<file path="config.mk">
export PLATFORM = sky130hd
export DESIGN_NAME = msr_seq
export DESIGN_NICKNAME = d
export VERILOG_FILES = /design/src/rtl/msr_pkg.sv /design/src/rtl/msr_ram.sv /design/src/rtl/msr_seq.sv
export SDC_FILE = /design/constraint.sdc
export NUM_CORES = 1
export LEC_CHECK = 0
export BUFFER_PORTS_ARGS = -buffer_cell sky130_fd_sc_hd__clkbuf_2
export CORE_MARGIN = 2
export CORE_UTILIZATION = 35
export DETAILED_ROUTE_END_ITERATION = 10
export PLACE_DENSITY = 0.59
export SLEW_MARGIN = 40
export SYNTH_ARGS = -nofsm -noshare
export SYNTH_HDL_FRONTEND = slang
export SYNTH_HIERARCHICAL = 1
export SYNTH_SLANG_ARGS = --single-unit
</file>
<file path="constraint.sdc">
create_clock -name clk -period 4.22 [get_ports clk]
set_clock_uncertainty 0.1 [all_clocks]
set_input_delay 0.633 -clock clk [delete_from_list [all_inputs] [get_ports clk]]
set_output_delay 0.633 -clock clk [all_outputs]
set_load 0.02 [all_outputs]
</file>
<file path="src/rtl/msr_pkg.sv">
// ----------------------------------------------------------------------------
// msr_pkg: shared types and constants for the subset route search
// Field widths, command codes, register indexes and the structs that pass
// between the top level and the search sequencer.
// ----------------------------------------------------------------------------
package msr_pkg;

	// node numbers, counts and slot values all fit in one nibble
	localparam int NODE_W = 4;
	// loop counter, can hold k + 1
	localparam int CNT_W = 5;
	// running best never exceeds the no-route value
	localparam int BEST_W = 14;
	localparam int HOP_W = 16;
	localparam int RES_W = 16;
	localparam int IN_TDATA_W = 40;
	localparam int OUT_TDATA_W = 16;
	localparam int CFG_W = 4;
	localparam int DIST_DEPTH = 1 << (2 * NODE_W);

	localparam logic [BEST_W-1:0] NO_ROUTE = 14'd9999;

	// command codes
	localparam logic [1:0] OP_WR_DIST  = 2'd0;
	localparam logic [1:0] OP_WR_ROUTE = 2'd1;
	localparam logic [1:0] OP_RUN      = 2'd2;

	// register indexes
	localparam logic [0:0] REG_PLANET_COUNT = 1'b0;
	localparam logic [0:0] REG_CHOSEN_COUNT = 1'b1;

	// run request towards the sequencer
	typedef struct packed {
		logic              go;
		logic [NODE_W-1:0] n;
		logic [NODE_W-1:0] k;
		logic [NODE_W-1:0] end_node;
	} run_cmd_t;

	// sequencer status towards the top level
	typedef struct packed {
		logic              idle;
		logic              res_valid;
		logic [BEST_W-1:0] best;
	} run_stat_t;

	// read addresses into the route and distance memories
	typedef struct packed {
		logic [NODE_W-1:0]   route_slot;
		logic [2*NODE_W-1:0] dist_addr;
	} lookup_t;

endpackage

</file>
<file path="src/rtl/msr_ram.sv">
// ----------------------------------------------------------------------------
// msr_ram: generic single-port-write, single-port-read memory
// One write and one registered read per cycle, no reset on the contents.
// ----------------------------------------------------------------------------
module msr_ram #(
	parameter int WIDTH = 16,
	parameter int DEPTH = 256
) (
	input  logic                                    clk,
	input  logic                                    we,
	input  logic [((DEPTH > 1) ? $clog2(DEPTH) : 1)-1:0] waddr,
	input  logic [WIDTH-1:0]                        wdata,
	input  logic [((DEPTH > 1) ? $clog2(DEPTH) : 1)-1:0] raddr,
	output logic [WIDTH-1:0]                        rdata
);

	logic [WIDTH-1:0] mem_q [DEPTH];
	logic [WIDTH-1:0] rdata_q;

	// write port and registered read port
	always_ff @(posedge clk) begin
		if (we) begin
			mem_q[waddr] <= wdata;
		end
		rdata_q <= mem_q[raddr];
	end

	assign rdata = rdata_q;

endmodule

</file>
<file path="src/rtl/msr_seq.sv">
// ----------------------------------------------------------------------------
// msr_seq: combination sequencer and bottleneck walk
// Holds the chosen slot list in a memory, walks each combination through a
// three-stage read pipeline (slot, route, distance) and steps to the next
// combination by scanning the slot list from the back.
// ----------------------------------------------------------------------------
module msr_seq #(
	parameter int MAX_PLANETS = 14,
	parameter int DIST_WIDTH = 16
) (
	input  logic                          clk,
	input  logic                          arst_n,
	input  msr_pkg::run_cmd_t             cmd,
	input  logic                          res_free,
	output msr_pkg::run_stat_t            stat,
	output msr_pkg::lookup_t              lookup,
	input  logic [msr_pkg::NODE_W-1:0]    route_rdata,
	input  logic [DIST_WIDTH-1:0]         dist_rdata
);

	localparam int SW = (MAX_PLANETS > 1) ? $clog2(MAX_PLANETS) : 1;

	localparam logic [2:0] ST_IDLE    = 3'd0;
	localparam logic [2:0] ST_FILL    = 3'd1;
	localparam logic [2:0] ST_WALK    = 3'd2;
	localparam logic [2:0] ST_ADV_RD  = 3'd3;
	localparam logic [2:0] ST_ADV_CHK = 3'd4;
	localparam logic [2:0] ST_EMIT    = 3'd5;

	logic [2:0]                      state_q;
	logic [msr_pkg::NODE_W-1:0]      n_q;
	logic [msr_pkg::NODE_W-1:0]      k_q;
	logic [msr_pkg::NODE_W-1:0]      end_q;
	logic [msr_pkg::NODE_W-1:0]      pos_q;
	logic [msr_pkg::CNT_W-1:0]       idx_q;
	logic [msr_pkg::CNT_W-1:0]       fill_q;
	logic [DIST_WIDTH-1:0]           worst_q;
	logic [msr_pkg::BEST_W-1:0]      best_q;
	logic                            v_s1;
	logic                            v_s2;
	logic                            v_s3;
	logic                            last_s1;
	logic                            last_s2;
	logic                            last_s3;

	logic                            ch_we;
	logic [SW-1:0]                   ch_addr;
	logic [msr_pkg::NODE_W-1:0]      ch_wdata;
	logic [msr_pkg::NODE_W-1:0]      ch_rdata;
	logic [msr_pkg::CNT_W-1:0]       k_ext;
	logic [msr_pkg::CNT_W-1:0]       limit;
	logic                            issue;
	logic                            found;
	logic [msr_pkg::NODE_W-1:0]      planet;
	logic [DIST_WIDTH-1:0]           hop;
	logic                            hop_better;

	// chosen slot list
	msr_ram #(
		.WIDTH(msr_pkg::NODE_W),
		.DEPTH(MAX_PLANETS)
	) u_chosen_ram (
		.clk  (clk),
		.we   (ch_we),
		.waddr(ch_addr),
		.wdata(ch_wdata),
		.raddr(ch_addr),
		.rdata(ch_rdata)
	);

	// slot list control and walk datapath
	always_comb begin
		k_ext    = msr_pkg::CNT_W'(k_q);
		ch_addr  = SW'(idx_q);
		issue    = (state_q == ST_WALK) && (idx_q <= k_ext);
		limit    = msr_pkg::CNT_W'(n_q) - k_ext + idx_q;
		found    = msr_pkg::CNT_W'(ch_rdata) < limit;
		ch_we    = ((state_q == ST_FILL) && (idx_q != k_ext)) ||
			((state_q == ST_ADV_CHK) && found);
		ch_wdata = (state_q == ST_ADV_CHK) ? (ch_rdata + msr_pkg::NODE_W'(1)) :
			fill_q[msr_pkg::NODE_W-1:0];
		// the closing hop of each combination goes to the end node
		planet            = last_s2 ? end_q : route_rdata;
		lookup.route_slot = ch_rdata;
		lookup.dist_addr  = {pos_q, planet};
		hop               = (dist_rdata > worst_q) ? dist_rdata : worst_q;
		hop_better        = hop < DIST_WIDTH'(best_q);
		stat.idle         = (state_q == ST_IDLE);
		stat.res_valid    = (state_q == ST_EMIT) && res_free;
		stat.best         = best_q;
	end

	// sequencer state, loop counter and pipeline valids
	always_ff @(posedge clk or negedge arst_n) begin
		if (!arst_n) begin
			state_q <= ST_IDLE;
			idx_q   <= '0;
			v_s1    <= 1'b0;
			v_s2    <= 1'b0;
			v_s3    <= 1'b0;
		end else begin
			v_s1 <= issue;
			v_s2 <= v_s1;
			v_s3 <= v_s2;
			unique case (state_q)
				ST_IDLE: begin
					if (cmd.go) begin
						idx_q   <= '0;
						state_q <= (cmd.k > cmd.n) ? ST_EMIT : ST_FILL;
					end
				end
				ST_FILL: begin
					if (idx_q == k_ext) begin
						idx_q   <= '0;
						state_q <= ST_WALK;
					end else begin
						idx_q <= idx_q + msr_pkg::CNT_W'(1);
					end
				end
				ST_WALK: begin
					if (issue) begin
						idx_q <= idx_q + msr_pkg::CNT_W'(1);
					end
					if (v_s3 && last_s3) begin
						if (k_q == '0) begin
							state_q <= ST_EMIT;
						end else begin
							idx_q   <= k_ext - msr_pkg::CNT_W'(1);
							state_q <= ST_ADV_RD;
						end
					end
				end
				ST_ADV_RD: begin
					state_q <= ST_ADV_CHK;
				end
				ST_ADV_CHK: begin
					if (found) begin
						idx_q   <= idx_q + msr_pkg::CNT_W'(1);
						state_q <= ST_FILL;
					end else if (idx_q == '0) begin
						state_q <= ST_EMIT;
					end else begin
						idx_q   <= idx_q - msr_pkg::CNT_W'(1);
						state_q <= ST_ADV_RD;
					end
				end
				ST_EMIT: begin
					if (res_free) begin
						state_q <= ST_IDLE;
					end
				end
				default: begin
					state_q <= ST_IDLE;
				end
			endcase
		end
	end

	// run parameters, walk position and running maxima
	always_ff @(posedge clk) begin
		last_s1 <= (idx_q == k_ext);
		last_s2 <= last_s1;
		last_s3 <= last_s2;
		if ((state_q == ST_IDLE) && cmd.go) begin
			n_q     <= cmd.n;
			k_q     <= cmd.k;
			end_q   <= cmd.end_node;
			best_q  <= msr_pkg::NO_ROUTE;
			worst_q <= '0;
			pos_q   <= '0;
			fill_q  <= '0;
		end
		// refill value after the scan bumps one slot
		if ((state_q == ST_ADV_CHK) && found) begin
			fill_q <= msr_pkg::CNT_W'(ch_rdata) + msr_pkg::CNT_W'(2);
		end else if ((state_q == ST_FILL) && (idx_q != k_ext)) begin
			fill_q <= fill_q + msr_pkg::CNT_W'(1);
		end
		// each combination starts again from the start node
		if (v_s2) begin
			pos_q <= last_s2 ? '0 : planet;
		end
		if (v_s3) begin
			if (last_s3) begin
				worst_q <= '0;
				if (hop_better) begin
					best_q <= hop[msr_pkg::BEST_W-1:0];
				end
			end else begin
				worst_q <= hop;
			end
		end
	end

	// walk tokens only live while walking
	a_tok_in_walk: assert property (@(posedge clk) disable iff (!arst_n)
		(v_s1 || v_s2 || v_s3) |-> (state_q == ST_WALK))
		else $error("walk token outside walk state");

	// running best never rises above the no-route value during a run
	a_best_cap: assert property (@(posedge clk) disable iff (!arst_n)
		(state_q != ST_IDLE) |-> (best_q <= msr_pkg::NO_ROUTE))
		else $error("running best above no-route value");

	// slot scan stays inside the chosen list
	a_scan_range: assert property (@(posedge clk) disable iff (!arst_n)
		(state_q == ST_ADV_CHK) |-> (idx_q < k_ext))
		else $error("slot scan index out of range");

	// refill never runs past k
	a_fill_range: assert property (@(posedge clk) disable iff (!arst_n)
		(state_q == ST_FILL) |-> (idx_q <= k_ext))
		else $error("slot refill index out of range");

endmodule

</file>
# Word-level counts from Yosys, hierarchy flattened
# Memories as Yosys holds them, arrays and structs flattened. A register that Yosys moved wholly into a read port is not among the register bits.
# Index checks and enable logic that the tools add are counted.
word_totals:
  reg_bits: 65
  latchBits: 0
  mem_bits_rw: 56
  rom_bits: 0
  inputBits: 36
  out_inout_bits: 28
  elab_cells: 92
  n_memories: 1
classes:
  n_addsub: 8
  multipliers: 0
  n_div: 0
  magnitude_cmp: 5
  eq_ne: 12
  shift: 0
  muxes: 35
  bitwise_logic: 0
  n_reduce_logical: 16
memory_table:
  columns: ["memory", "words", "width", "rd", "rd_clocked_by_memory_dff", "write_ports", "line", "text"]
  rows:
  - ["u_chosen_ram.mem_q", 14, 4, 1, 1, 1, "msr_ram.sv:17", "logic [WIDTH-1:0] mem_q [DEPTH];"]
ops:
  columns: ["cell", "n"]
  rows:
  - ["16-bit 2-to-1 mux", 4]
  - ["14-bit 2-to-1 mux", 4]
  - ["5-bit 2-to-1 mux", 10]
  - ["3-bit 2-to-1 mux", 8]
  - ["4-bit 2-to-1 mux", 5]
  - ["5-bit one-hot mux with 4 select lines", 1]
  - ["3-bit one-hot mux with 6 select lines", 1]
  - ["16-bit > comparator", 1]
  - ["16-bit by 14-bit < comparator with 1-bit output", 1]
  - ["5-bit by 1-bit adder with 5-bit output, second input constant", 2]
  - ["3-bit by 2-bit equality test with 1-bit output, second input constant", 2]
  - ["3-bit equality test, second input constant", 2]
  - ["1-bit logical AND", 6]
  - ["2-bit != test, second input constant", 3]
  - ["4-bit by 2-bit adder with 5-bit output, second input constant", 1]
  - ["5-bit adder", 1]
  - ["5-bit by 4-bit equality test with 1-bit output", 1]
  - ["5-bit by 4-bit less-or-equal comparator with 1-bit output", 1]
  - ["5-bit logical NOT", 1]
  - ["4-bit by 5-bit < comparator with 1-bit output", 1]
  - ["5-bit by 4-bit != test with 1-bit output", 1]
  - ["4-bit by 1-bit subtractor with 5-bit output, second input constant", 1]
  - ["4-bit by 4-bit subtractor with 5-bit output", 1]
  - ["5-bit by 1-bit subtractor with 5-bit output, second input constant", 1]
  - ["other kinds (14)", 16]

# Depth between registers and ports, before layout
# Gate-level depths: netlist of the first run.
logic_depth:
  ltp_word: 7
  mapped_depth: 19
  mapped_depth_nobuf: 17

# Modules after synthesis
# Netlist of the first run, hierarchy kept.
by_module_without_submodules:
  columns: ["module", "instances", "cells_each", "area_per_inst_um2", "seq_area_each_um2"]
  rows:
  - ["msr_seq", 1, 464, 4430.5, 1696.6]
  - ["msr_ram", 1, 115, 2339.7, 1761.7]

# Least setup slack after synthesis of the first run
# OpenSTA, ideal clock, no wires.
synth_path:
  path_kind: "input to register"
  startpoint: "input dist_rdata[15]"
  endpoint: "register best_q[10] in the netlist's numbering"
  setup_ns: 0.127
  arrival_time_ns: 4.378
  t_required_ns: 3.993
  path_slack_ns: -0.385
  path_stages: 18
  n_path_buf: 2
  path_cell_list: "ha_1 -> nand4_2 -> or4_1 -> a21oi_1 -> nor3_1 -> nor2_1 -> buf_4 -> mux2i_1 -> inv_1 -> ha_1 -> a21o_1 -> a21o_1 -> a21oi_1 -> and3_1 -> a31o_1 -> o2111ai_4 -> buf_8 -> mux2i_1"
synth_via:
  elab_chain_len: 6
synth_rtl:
  columns: ["element", "line", "text"]
  rows:
  - ["start: declaration", "msr_seq.sv:18", "input logic [DIST_WIDTH-1:0] dist_rdata"]
  - ["16-bit > comparator", "msr_seq.sv:86", "hop = (dist_rdata > worst_q) ? dist_rdata : worst_q;"]
  - ["16-bit 2-to-1 mux", "msr_seq.sv:86", null]
  - ["net hop[5]", "msr_seq.sv:55", "logic [DIST_WIDTH-1:0] hop;"]
  - ["16-bit by 14-bit < comparator with 1-bit output", "msr_seq.sv:87", "hop_better = hop < DIST_WIDTH'(best_q);"]
  - ["14-bit 2-to-1 mux", "msr_seq.sv:186", "if (hop_better) begin"]
  - ["14-bit 2-to-1 mux", "msr_seq.sv:184", "if (last_s3) begin"]
  - ["14-bit 2-to-1 mux", "msr_seq.sv:183", "if (v_s3) begin"]
  - ["end signal: assignment", "msr_seq.sv:168", "best_q <= msr_pkg::NO_ROUTE;"]
  - ["end signal: assignment", "msr_seq.sv:187", "best_q <= hop[msr_pkg::BEST_W-1:0];"]
  - ["end: declaration", "msr_seq.sv:38", "logic [msr_pkg::BEST_W-1:0] best_q;"]
# The timed path passes the listed nets, and every way through them passes these cells.
# A chain may end at the register's enable or synchronous reset.

# Worst setup path in the final report of the first run
layout_path:
  startpoint: "register worst_q[13]"
  endpoint: "register best_q[1] in the netlist's numbering"
layout_via:
  elab_chain_len: 6
layout_rtl:
  columns: ["element", "line", "text"]
  rows:
  - ["start: declaration", "msr_seq.sv:37", "logic [DIST_WIDTH-1:0] worst_q;"]
  - ["start signal: assignment", "msr_seq.sv:190", "worst_q <= hop;"]
  - ["16-bit > comparator", "msr_seq.sv:86", null]
  - ["16-bit 2-to-1 mux", "msr_seq.sv:86", null]
  - ["net hop[6]", "msr_seq.sv:55", null]
  - ["16-bit by 14-bit < comparator with 1-bit output", "msr_seq.sv:87", null]
  - ["14-bit 2-to-1 mux", "msr_seq.sv:186", null]
  - ["14-bit 2-to-1 mux", "msr_seq.sv:184", null]
  - ["14-bit 2-to-1 mux", "msr_seq.sv:183", null]
# The timed path passes the listed nets, and every way through them passes these cells.

==> impl_metrics.tcl, run 1 <==
set metrics [dict create \
    clock_latency_ns 0.41 \
    yosysWarnings 6 \
    io_pins 64 \
    cellPowerDensity_mw_per_mm2 352 \
    worstSetupPathType "flop to flop" \
    clockBufferDepth 2 \
    path_clk_slew_ns 0.06 \
    drive_above_1_share_pct 28.1 \
    first_pass_iters 4 \
    start_kind "flop" \
    fillers 1706 \
    gp_congestion 0.886 \
    dp_cells 934 \
    grt_pass1_wl_um 25700 \
    layout.nets 790 \
    cp.required_ns 4.46 \
    syn-mean-instance-area_um2 11.7 \
    io_buffers 63 \
    grt_overflow_total 0 \
    finalSetupViolations 0 \
    min_period_ns 4.09 \
    slew_headroom_pct 47.7 \
    stdcell_count 972 \
    initial_core_util_pct 36.0 \
    ys_seq_elements 124 \
    die_y_um 143 \
    drt-wirelength-per-cell_um 16.5 \
    slew_violations 0 \
    vdd_drop_max_uv 289 \
    hold_class "flop to flop" \
    grt_max_degree 28 \
    die-area_mm2 0.0205 \
    power_mw 3.02 \
    drcViolationCount 0 \
    vias_per_cell 5.08 \
    path_max_fanout 8 \
    dp.final_hpwl_um 11800 \
    ys.flop_type "edfxtp_1" \
    clock-sinks 124 \
    fmax_ghz 0.245 \
    synth_cell_types 66 \
    grt_pass1_vias 5039 \
    synth_nets 670 \
    cts_tree "yes" \
    antenna_found_initial 3 \
    rsz0062_at_grt "true" \
    reg2reg_slack_ns 0.13 \
    dr_total_vias 4933 \
    root_buffer "clkbuf_16" \
    track_usage_pct 16.3 \
    period_share_pct 96.9 \
    syn_area_mm2 0.00677 \
    worst_pin_slew_ns 0.785 \
    cp_slowest_stage_delay_ns 0.53 \
    status "finished, final reports clean" \
    critPathCaptureType "flop" \
    p_leak_nw 3.36 \
    cap_violations 0 \
    finalWirelength_um 16100 \
    mostFrequentLayoutCells "edfxtp_1 (92), inv_1 (67), clkbuf_2 (63), nor2_1 (50), buf_4 (49)" \
    h-tree-depth 4 \
    layout_commonest_cell "edfxtp_1" \
    async_flop_share_pct 8.87 \
    ant_nets 0 \
    fp.dieW_um 143 \
    slowest_stage "or4_4" \
    crit_arrival_ns 4.33 \
    drtIter0Drc 286 \
    crit_path_cell_trace "inv_1 -> ha_4 -> a21oi_2 -> o21ai_1 -> or4_4 -> nor3_4 -> nor2_4 -> buf_12 -> buf_4 -> mux2i_2 -> inv_2 -> ha_4 -> nand4_1 -> o31a_1 -> a31o_1 -> o2111ai_4 -> buf_12 -> mux2i_1" \
    hold_viol 0 \
    cts_buffers 17 \
    synthToLayoutAreaGrowth_pct 27.1 \
    synth_edf_count 92 \
    ys_seq_area_share_pct 51.1 \
    antenna_cells 0 \
    syn_inst 579 \
    coreArea_mm2 0.0188 \
    rows 50 \
]
[flip-flops by register name (all words and copies together), names as in the netlist, 3 cells and up]
signal / cells
u_chosen_ram/mem_q: 56
worst_q: 16
best_q: 14
idx_q: 5
end_q: 4
fill_q: 4
k_q: 4
n_q: 4
pos_q: 4
u_chosen_ram/rdata: 4
state_q: 3
[critical path, delay by kind of cell (launching register included)]
family / cells / cell delay [ns]
simple gates: 4 / 0.93
buf+inv: 5 / 0.65
flops: 1 / 0.44
mux: 2 / 0.39
fa+ha+maj: 2 / 0.49
compound gates: 5 / 1.00
[cell type report]
class / instances / area, um2 / share of cell area (%)
Sequential cell: 124 / 3460 / 40.2
Multi-Input combinational cell: 369 / 3150 / 36.6
Timing Repair Buffer: 118 / 785 / 9.12
Clock buffer: 17 / 425 / 4.95
Tap cell: 260 / 325 / 3.78
Inverter: 69 / 259 / 3.01
Clock inverter: 15 / 198 / 2.30
[power by group]
part	internal, mW	switching [mW]
registers	1.30	0.0000000000501
logic	0.0945	0.0820
clock network	0.951	0.601
[cells by family after synthesis]
| family | synth area share, % |
|---|---|
| xor+xnor | 1.81 |
| mux | 10.7 |
| compound gates | 9.11 |
| simple gates | 11.3 |
| buf+inv | 5.38 |
| flops | 51.1 |
| fa+ha+maj | 10.6 |
[per-stage QoR]
step	area, um2	worst slack [ns]	hold slack, ns	util [%]	TNS (ns)
4_1_cts	8420	0.0273	0.245	44.7	0
2_1_floorplan	6830	0.000195	0.210	-	0
3_3_place_gp	7770	-0.152	0.216	41.3	-1.95
5_1_grt	8600	-0.0459	0.254	45.7	-0.378
6_report	8600	0.131	0.243	45.7	0
3_5_place_dp	7780	-0.265	0.214	41.3	-3.26
[cells in the mapped netlist (all sizes together) (11+ instances only)]
library cell  number  area share [%]
a21oi             24             1.8
dfrtp             11             4.1
dfxtp             21             6.2
edfxtp            92              41
ha                51             9.4
inv               68             3.8
mux2i             33             4.9
mux4              12             4.3
nand2             36             2.0
nor2              54             3.0
nor3              11            0.81
o21ai             15             1.1
xnor2             11             1.4
[layer usage]
layer	part of all wire (%)	up-vias	global-route usage (%)
met5	0.075	-	0
met4	1.5	2	4.79
met3	5.2	19	5.20
met2	47	118	26.6
met1	46	2431	20.9
li1	-	2363	-
[worst paths after layout]
kind,start,endpoint,cells past startpoint
worst max register to register,worst_q[13],best_q[1],18
worst max-delay path,worst_q[13],best_q[1],18
worst min register to register,last_s1,last_s2,0
max in group asynchronous,arst_n,state_q[0],2
min in group asynchronous,arst_n,idx_q[1],2
worst min-delay path,last_s1,last_s2,0
[what timing repair did]
| action | 4_1_cts | 5_1_grt |
|---|---|---|
| endpoints found under the hold margin | 11 | 0 |
| hold buffers | 1 | 0 |
| setup endpoints to repair | 0 | 34 |
| gates resized for setup | 0 | 25 |
| setup buffers | 0 | 5 |
Note: power is estimated with default switching activity, not from simulation.
==> run 2: changes to the inputs <==
ABC_AREA = 1   (was default)
CORE_ASPECT_RATIO = 1.25   (was default)
==> run 2 against run 1 <==
Combinational power rose to 13 times the previous value. Utilization down 4.3 points. Highest routed layer is now met4. Fmax up 9.0%. Critical path type unchanged. Largest power group is now combinational logic. Largest cell class unchanged. Critical endpoint is now best_q[6].
==> impl_metrics.tcl, run 2 <==
set metrics [dict create \
    reg.largest.list "u_chosen_ram/mem_q: 56 flops, worst_q: 16 flops, best_q: 14 flops" \
    async_flop_share_pct 8.87 \
    coreArea_mm2 0.0200 \
    synth.top_cell.area_share_pct 39.1 \
    yosysTopAreaCell "edfxtp_1" \
    synth_cell_types 39 \
    path_max_fanout 31 \
    synth_nets 930 \
    fillers 1997 \
    mostFrequentLayoutCells "nand2_1 (204), inv_1 (174), edfxtp_1 (92), nor2_1 (70), clkbuf_2 (63)" \
    grt_overflow_total 0 \
    grt_pass1_wl_um 26400 \
    finalCoreUtilization_pct 41.4 \
    crit_path_frequent_cell "nand2_1" \
    largest_register_ffs 56 \
    slew_headroom_pct 55.2 \
    rows 58 \
    fp.dieW_um 131 \
    grt_pass1_vias 5418 \
    worstSetupPathType "flop to flop" \
    die_y_um 163 \
    track_usage_pct 15.7 \
    vdd_drop_max_uv 280 \
    drcViolationCount 0 \
    yosysMostFrequentCell "nand2_1" \
    power_mw 5.50 \
    cp.required_ns 4.42 \
    cap_violations 0 \
    h-tree-depth 4 \
    hold_viol 0 \
    multi_input_area_mm2 0.00283 \
    gp_congestion 0.842 \
    synthToLayoutAreaGrowth_pct 16.8 \
    yosysWarnings 6 \
    crit_arrival_ns 3.95 \
    hold_depth 0 \
    setup_tns_ns 0 \
    layout.nets 1003 \
    cp_num_buf_inv 1 \
    period_share_pct 88.9 \
    initial_core_util_pct 35.4 \
    seqCellArea_mm2 0.00346 \
    clock-sinks 124 \
    post-cts-setup-buffers 0 \
    drive_above_1_share_pct 13.1 \
    antenna_cells 0 \
    io_pins 64 \
    clock_latency_ns 0.42 \
    finalWirelength_um 16000 \
    crit_cells 19 \
    min_period_ns 3.75 \
    ys_seq_area_share_pct 48.9 \
    hold_class "flop to flop" \
    critPathCaptureType "flop" \
    ys.flop_type "edfxtp_1" \
    die-area_mm2 0.0214 \
    antenna_found_initial 0 \
    cts_hold_buf 1 \
    slowest_stage "edfxtp_1" \
    clockBufferDepth 2 \
    grt_max_degree 32 \
    r2r_cells 19 \
    rsz0062_at_grt "false" \
    vias_per_cell 4.50 \
    cts_buffers 17 \
    cellPowerDensity_mw_per_mm2 666 \
    start_kind "flop" \
    ys_seq_elements 124 \
    top_register "u_chosen_ram/mem_q" \
    drtIter0Drc 245 \
    slew_violations 0 \
    finalSetupViolations 0 \
    crit_path_cell_trace "inv_1 -> ha_1 -> nand2_1 -> nor2_1 -> nand2_1 -> nand2_1 -> nand2_1 -> nand2_2 -> nand2_2 -> o21ai_0 -> ha_1 -> a21oi_1 -> nor2_1 -> a211oi_1 -> nor2_1 -> nor2_4 -> nand2_2 -> nand2_1 -> o21ai_1" \
    status "finished, final reports clean" \
    first_pass_iters 4 \
    drt-wirelength-per-cell_um 13.4 \
    cp_slowest_stage_delay_ns 0.38 \
    layout_commonest_cell "nand2_1" \
    cts_tree "yes" \
    cts-resized-gates 0 \
    dp.final_hpwl_um 11700 \
    ys_top_cells_by_area "edfxtp_1 (39%), nand2_1 (11%), inv_1 (9.2%)" \
    synthTopCellsByCount "nand2_1 (204), inv_1 (174), edfxtp_1 (92)" \
    ant_nets 0 \
    fmax_ghz 0.267 \
    worst_pin_slew_ns 0.670 \
    timing.critical_path.max_delay_family "simple AND/OR/NAND/NOR gates" \
    path_clk_slew_ns 0.06 \
    syn_area_mm2 0.00707 \
    syn_inst 839 \
    io_buffers 63 \
    p_leak_nw 3.99 \
    syn-mean-instance-area_um2 8.43 \
    dr_total_vias 5381 \
    synth_edf_count 92 \
    root_buffer "clkbuf_16" \
    hold_ws_ns 0.229 \
]
## run 2: cell count changes after synthesis, moves of 7 or more
cell / before / now
nand3_1: 7 / 60
mux2_2: 9 / 0
nor2_1: 54 / 71
mux2i_1: 33 / 0
nand2_1: 36 / 204
xor2_1: 3 / 10
nor3_1: 11 / 2
nand2b_1: 8 / 0
inv_1: 68 / 174
o21ai_0: 15 / 42
a21o_1: 9 / 1
## run 2: path summary, 6_finish.rpt
path / from / to / slack, ns
worst max-delay path: worst_q[7] / best_q[6] / 0.47
worst min-delay path: last_s1 / last_s2 / 0.23
worst max register to register: worst_q[7] / best_q[6] / 0.47
worst min register to register: last_s1 / last_s2 / 0.23
max in group asynchronous: arst_n / v_s3 / 3.20
min in group asynchronous: arst_n / idx_q[4] / 0.55
## run 2: report_power, final
part           switching (mW)  internal, mW  leakage [nW]
clock                   0.630         0.782         0.279
combinational            1.51         0.734          2.54
sequential              0.144          1.70          1.17
## run 2: kinds of logic (layout without fill, tap and decap cells)
kind of cell             count (synthesis)  in the layout  share of synthesized area [%]
AND/OR/NAND/NOR                        357            357                           21.0
buffers and inverters                  197            283                           11.1
flip-flops                             124            124                           48.9
AO/OA/AOI/OAI                           91             91                           6.99
adder cells (fa/ha/maj)                 55             55                           10.2
XOR/XNOR                                15             15                           1.86
## run 2: final cells by class
cell class              count  share of cell area [%]
multi-input cells         518                    34.3
flip-flops and latches    124                    41.9
clock inverters            15                    1.76
repair buffers             73                    4.76
clock buffers              17                    5.15
inverters                 178                    8.09
well taps                 270                    4.09
## run 2: layer usage
layer / wire, um / track usage, % / vias up / share of wire (%)
met5: 0 / 0 / - / 0
met4: 346 / 6.37 / 0 / 2.2
met3: 538 / 3.36 / 29 / 3.4
met2: 8310 / 28.9 / 78 / 52
met1: 6840 / 17.6 / 2455 / 43
li1: - / - / 2819 / -
## run 2: worst register-to-register path, stage by stage, from the launching register on
cell	delay, ns
edfxtp_1	0.38
inv_1	0.06
ha_1	0.28
nand2_1	0.07
nor2_1	0.26
nand2_1	0.09
nand2_1	0.06
nand2_1	0.06
nand2_2	0.08
nand2_2	0.29
o21ai_0	0.36
ha_1	0.30
a21oi_1	0.14
nor2_1	0.05
a211oi_1	0.23
nor2_1	0.12
nor2_4	0.22
nand2_2	0.30
nand2_1	0.14
o21ai_1	0.07
## run 2: metrics by stage
stage / cells / worst slack (ns) / instance area [um2]
2_1_floorplan: 839 / 0.537 / 7070
3_3_place_gp: 1162 / 0.185 / 7680
3_5_place_dp: 1162 / 0.149 / 7680
4_1_cts: 1195 / 0.451 / 8260
5_1_grt: 1195 / 0.0419 / 8260
6_report: 1195 / 0.469 / 8260
==> run 3: changes to the inputs <==
REMOVE_ABC_BUFFERS = 1   (was default)
==> run 3 against run 2 <==
First-iteration DRC count up 28%. Sequential power about the same. Flip-flop and latch count did not move.
==> impl_metrics.tcl, run 3 (synthesis gave the netlist of run 2 again) <==
set metrics [dict create \
    period_share_pct 88.2 \
    status "finished, final reports clean" \
    drtIter0Drc 314 \
    power.share.sequential_pct 33.4 \
    fillers 2023 \
    io_buffers 63 \
    reg.largest.list "u_chosen_ram/mem_q: 56 flops, worst_q: 16 flops, best_q: 14 flops" \
    slew_headroom_pct 53.7 \
    min_period_ns 3.72 \
    critPathCaptureType "flop" \
    initial_core_util_pct 35.4 \
    use_met2_pct 29.0 \
    path_clk_slew_ns 0.06 \
    power_mw 5.51 \
    dp.final_hpwl_um 11800 \
    grt_use_met3_pct 3.14 \
    hold_ws_ns 0.00852 \
    gp_congestion 0.851 \
    drcViolationCount 0 \
    dp_cells 1162 \
    worst_pin_slew_ns 0.692 \
    crit_start "idx_q[1]" \
    h-tree-depth 4 \
    finalWirelength_um 15900 \
    cts-resized-gates 0 \
    cts_buffers 17 \
    p_leak_nw 3.98 \
    vdd_drop_max_uv 379 \
    top_register "u_chosen_ram/mem_q" \
    post-cts-setup-buffers 0 \
    crit_arrival_ns 3.70 \
    die_y_um 163 \
    stdcell_count 1194 \
    layout_commonest_cell "nand2_1" \
    grt_overflow_total 0 \
    cts_tree "yes" \
    die-area_mm2 0.0214 \
    cp.required_ns 4.19 \
    place_area_mm2 0.00768 \
    met1_usage_pct 17.9 \
    place_ws_ns 0.124 \
    clockBufferDepth 2 \
    layout.nets 1002 \
    cap_violations 0 \
    r2r_cells 17 \
    setup_tns_ns 0 \
    power.switching_mw 2.19 \
    rows 58 \
    setup_ws_ns 0.498 \
    track_usage_pct 15.7 \
    grt_pass1_wl_um 26400 \
    ant_nets 0 \
    postLayoutCellArea_mm2 0.00826 \
    finalCoreUtilization_pct 41.4 \
    vias_per_cell 4.64 \
    largest_register_ffs 56 \
    busiest_layer "met2" \
    drt-wirelength-per-cell_um 13.3 \
    cts_hold_buf 0 \
    clock_latency_ns 0.42 \
    fp.dieW_um 131 \
    rsz0062_at_grt "false" \
    hold_class "primary input to asynchronous set/reset pin" \
    hold_viol 0 \
    endpoint "u_chosen_ram/mem_q[10][2]" \
    worstReg2RegStart "idx_q[1]" \
    comb_power_share_pct 40.8 \
    first_pass_iters 7 \
    p_sw_share_pct 39.7 \
    fmax_ghz 0.269 \
    cellPowerDensity_mw_per_mm2 667 \
    antenna_found_initial 0 \
    path_max_fanout 6 \
    p_clk_share_pct 25.8 \
    clock-sinks 124 \
    drive_above_1_share_pct 12.8 \
    reg2reg_slack_ns 0.50 \
    slew_violations 0 \
    mostFrequentLayoutCells "nand2_1 (204), inv_1 (174), edfxtp_1 (92), nor2_1 (71), clkbuf_2 (63)" \
    antenna_cells 0 \
    r2r-end "u_chosen_ram/mem_q[10][2]" \
    p_int_mw 3.32 \
    root_buffer "clkbuf_16" \
    dr_total_vias 5542 \
    coreArea_mm2 0.0200 \
    io_pins 64 \
    worstSetupPathType "flop to flop" \
    start_kind "flop" \
    synthToLayoutAreaGrowth_pct 16.7 \
    grt_max_degree 32 \
    grt_pass1_vias 5419 \
    finalSetupViolations 0 \
]
-- run 3: power by group through the flow --
| stage | registers [mW] | logic, mW | clock network (mW) |
|---|---|---|---|
| 5_1_grt | 1.87 | 2.59 | 1.50 |
| 3_3_place_gp | 1.86 | 2.24 | 0 |
| 3_5_place_dp | 1.87 | 2.27 | 0 |
| 4_1_cts | 1.84 | 2.28 | 1.45 |
| 6_report | 1.84 | 2.25 | 1.42 |
| 2_1_floorplan | 1.93 | 1.48 | 0 |
-- run 3: layer usage --
metal / wire length (um) / vias to the layer above
met3: 552 / 22
met5: 0 / -
li1: - / 2818
met4: 302 / 0
met1: 6790 / 2594
met2: 8280 / 108
-- run 3: area by class of cell --
cell class	instances	area [um2]	share of cell area, %
clock buffer	20	457	5.53
clock inverter	12	123	1.49
inverter	178	668	8.09
multi-input combinational	518	2830	34.3
sequential	124	3460	41.9
tap	270	338	4.09
timing repair buffer	72	383	4.64
-- run 3: critical path: stages (launching register included) --
cell,delay [ns]
dfrtp_1,0.34
inv_1,0.11
fa_1,0.50
inv_1,0.07
fa_1,0.53
inv_1,0.04
ha_1,0.25
a21oi_1,0.15
nor2_1,0.05
o21ai_0,0.14
nand2_1,0.07
nand2_1,0.07
inv_1,0.06
nor2_1,0.13
nor2_1,0.10
inv_1,0.16
nand3_1,0.15
nor2_1,0.35
-- run 3: worst min-delay path by stage --
stage                     startpoint         end  slack, ns  cells after the start
after floorplan              last_s1     last_s2       0.21                      0
after global placement       last_s1     last_s2       0.21                      0
after detailed placement     last_s1     last_s2       0.21                      0
after CTS                     arst_n  state_q[1]      0.007                      1
after global routing          arst_n        v_s1       0.02                      1
final                         arst_n  state_q[1]      0.009                      1
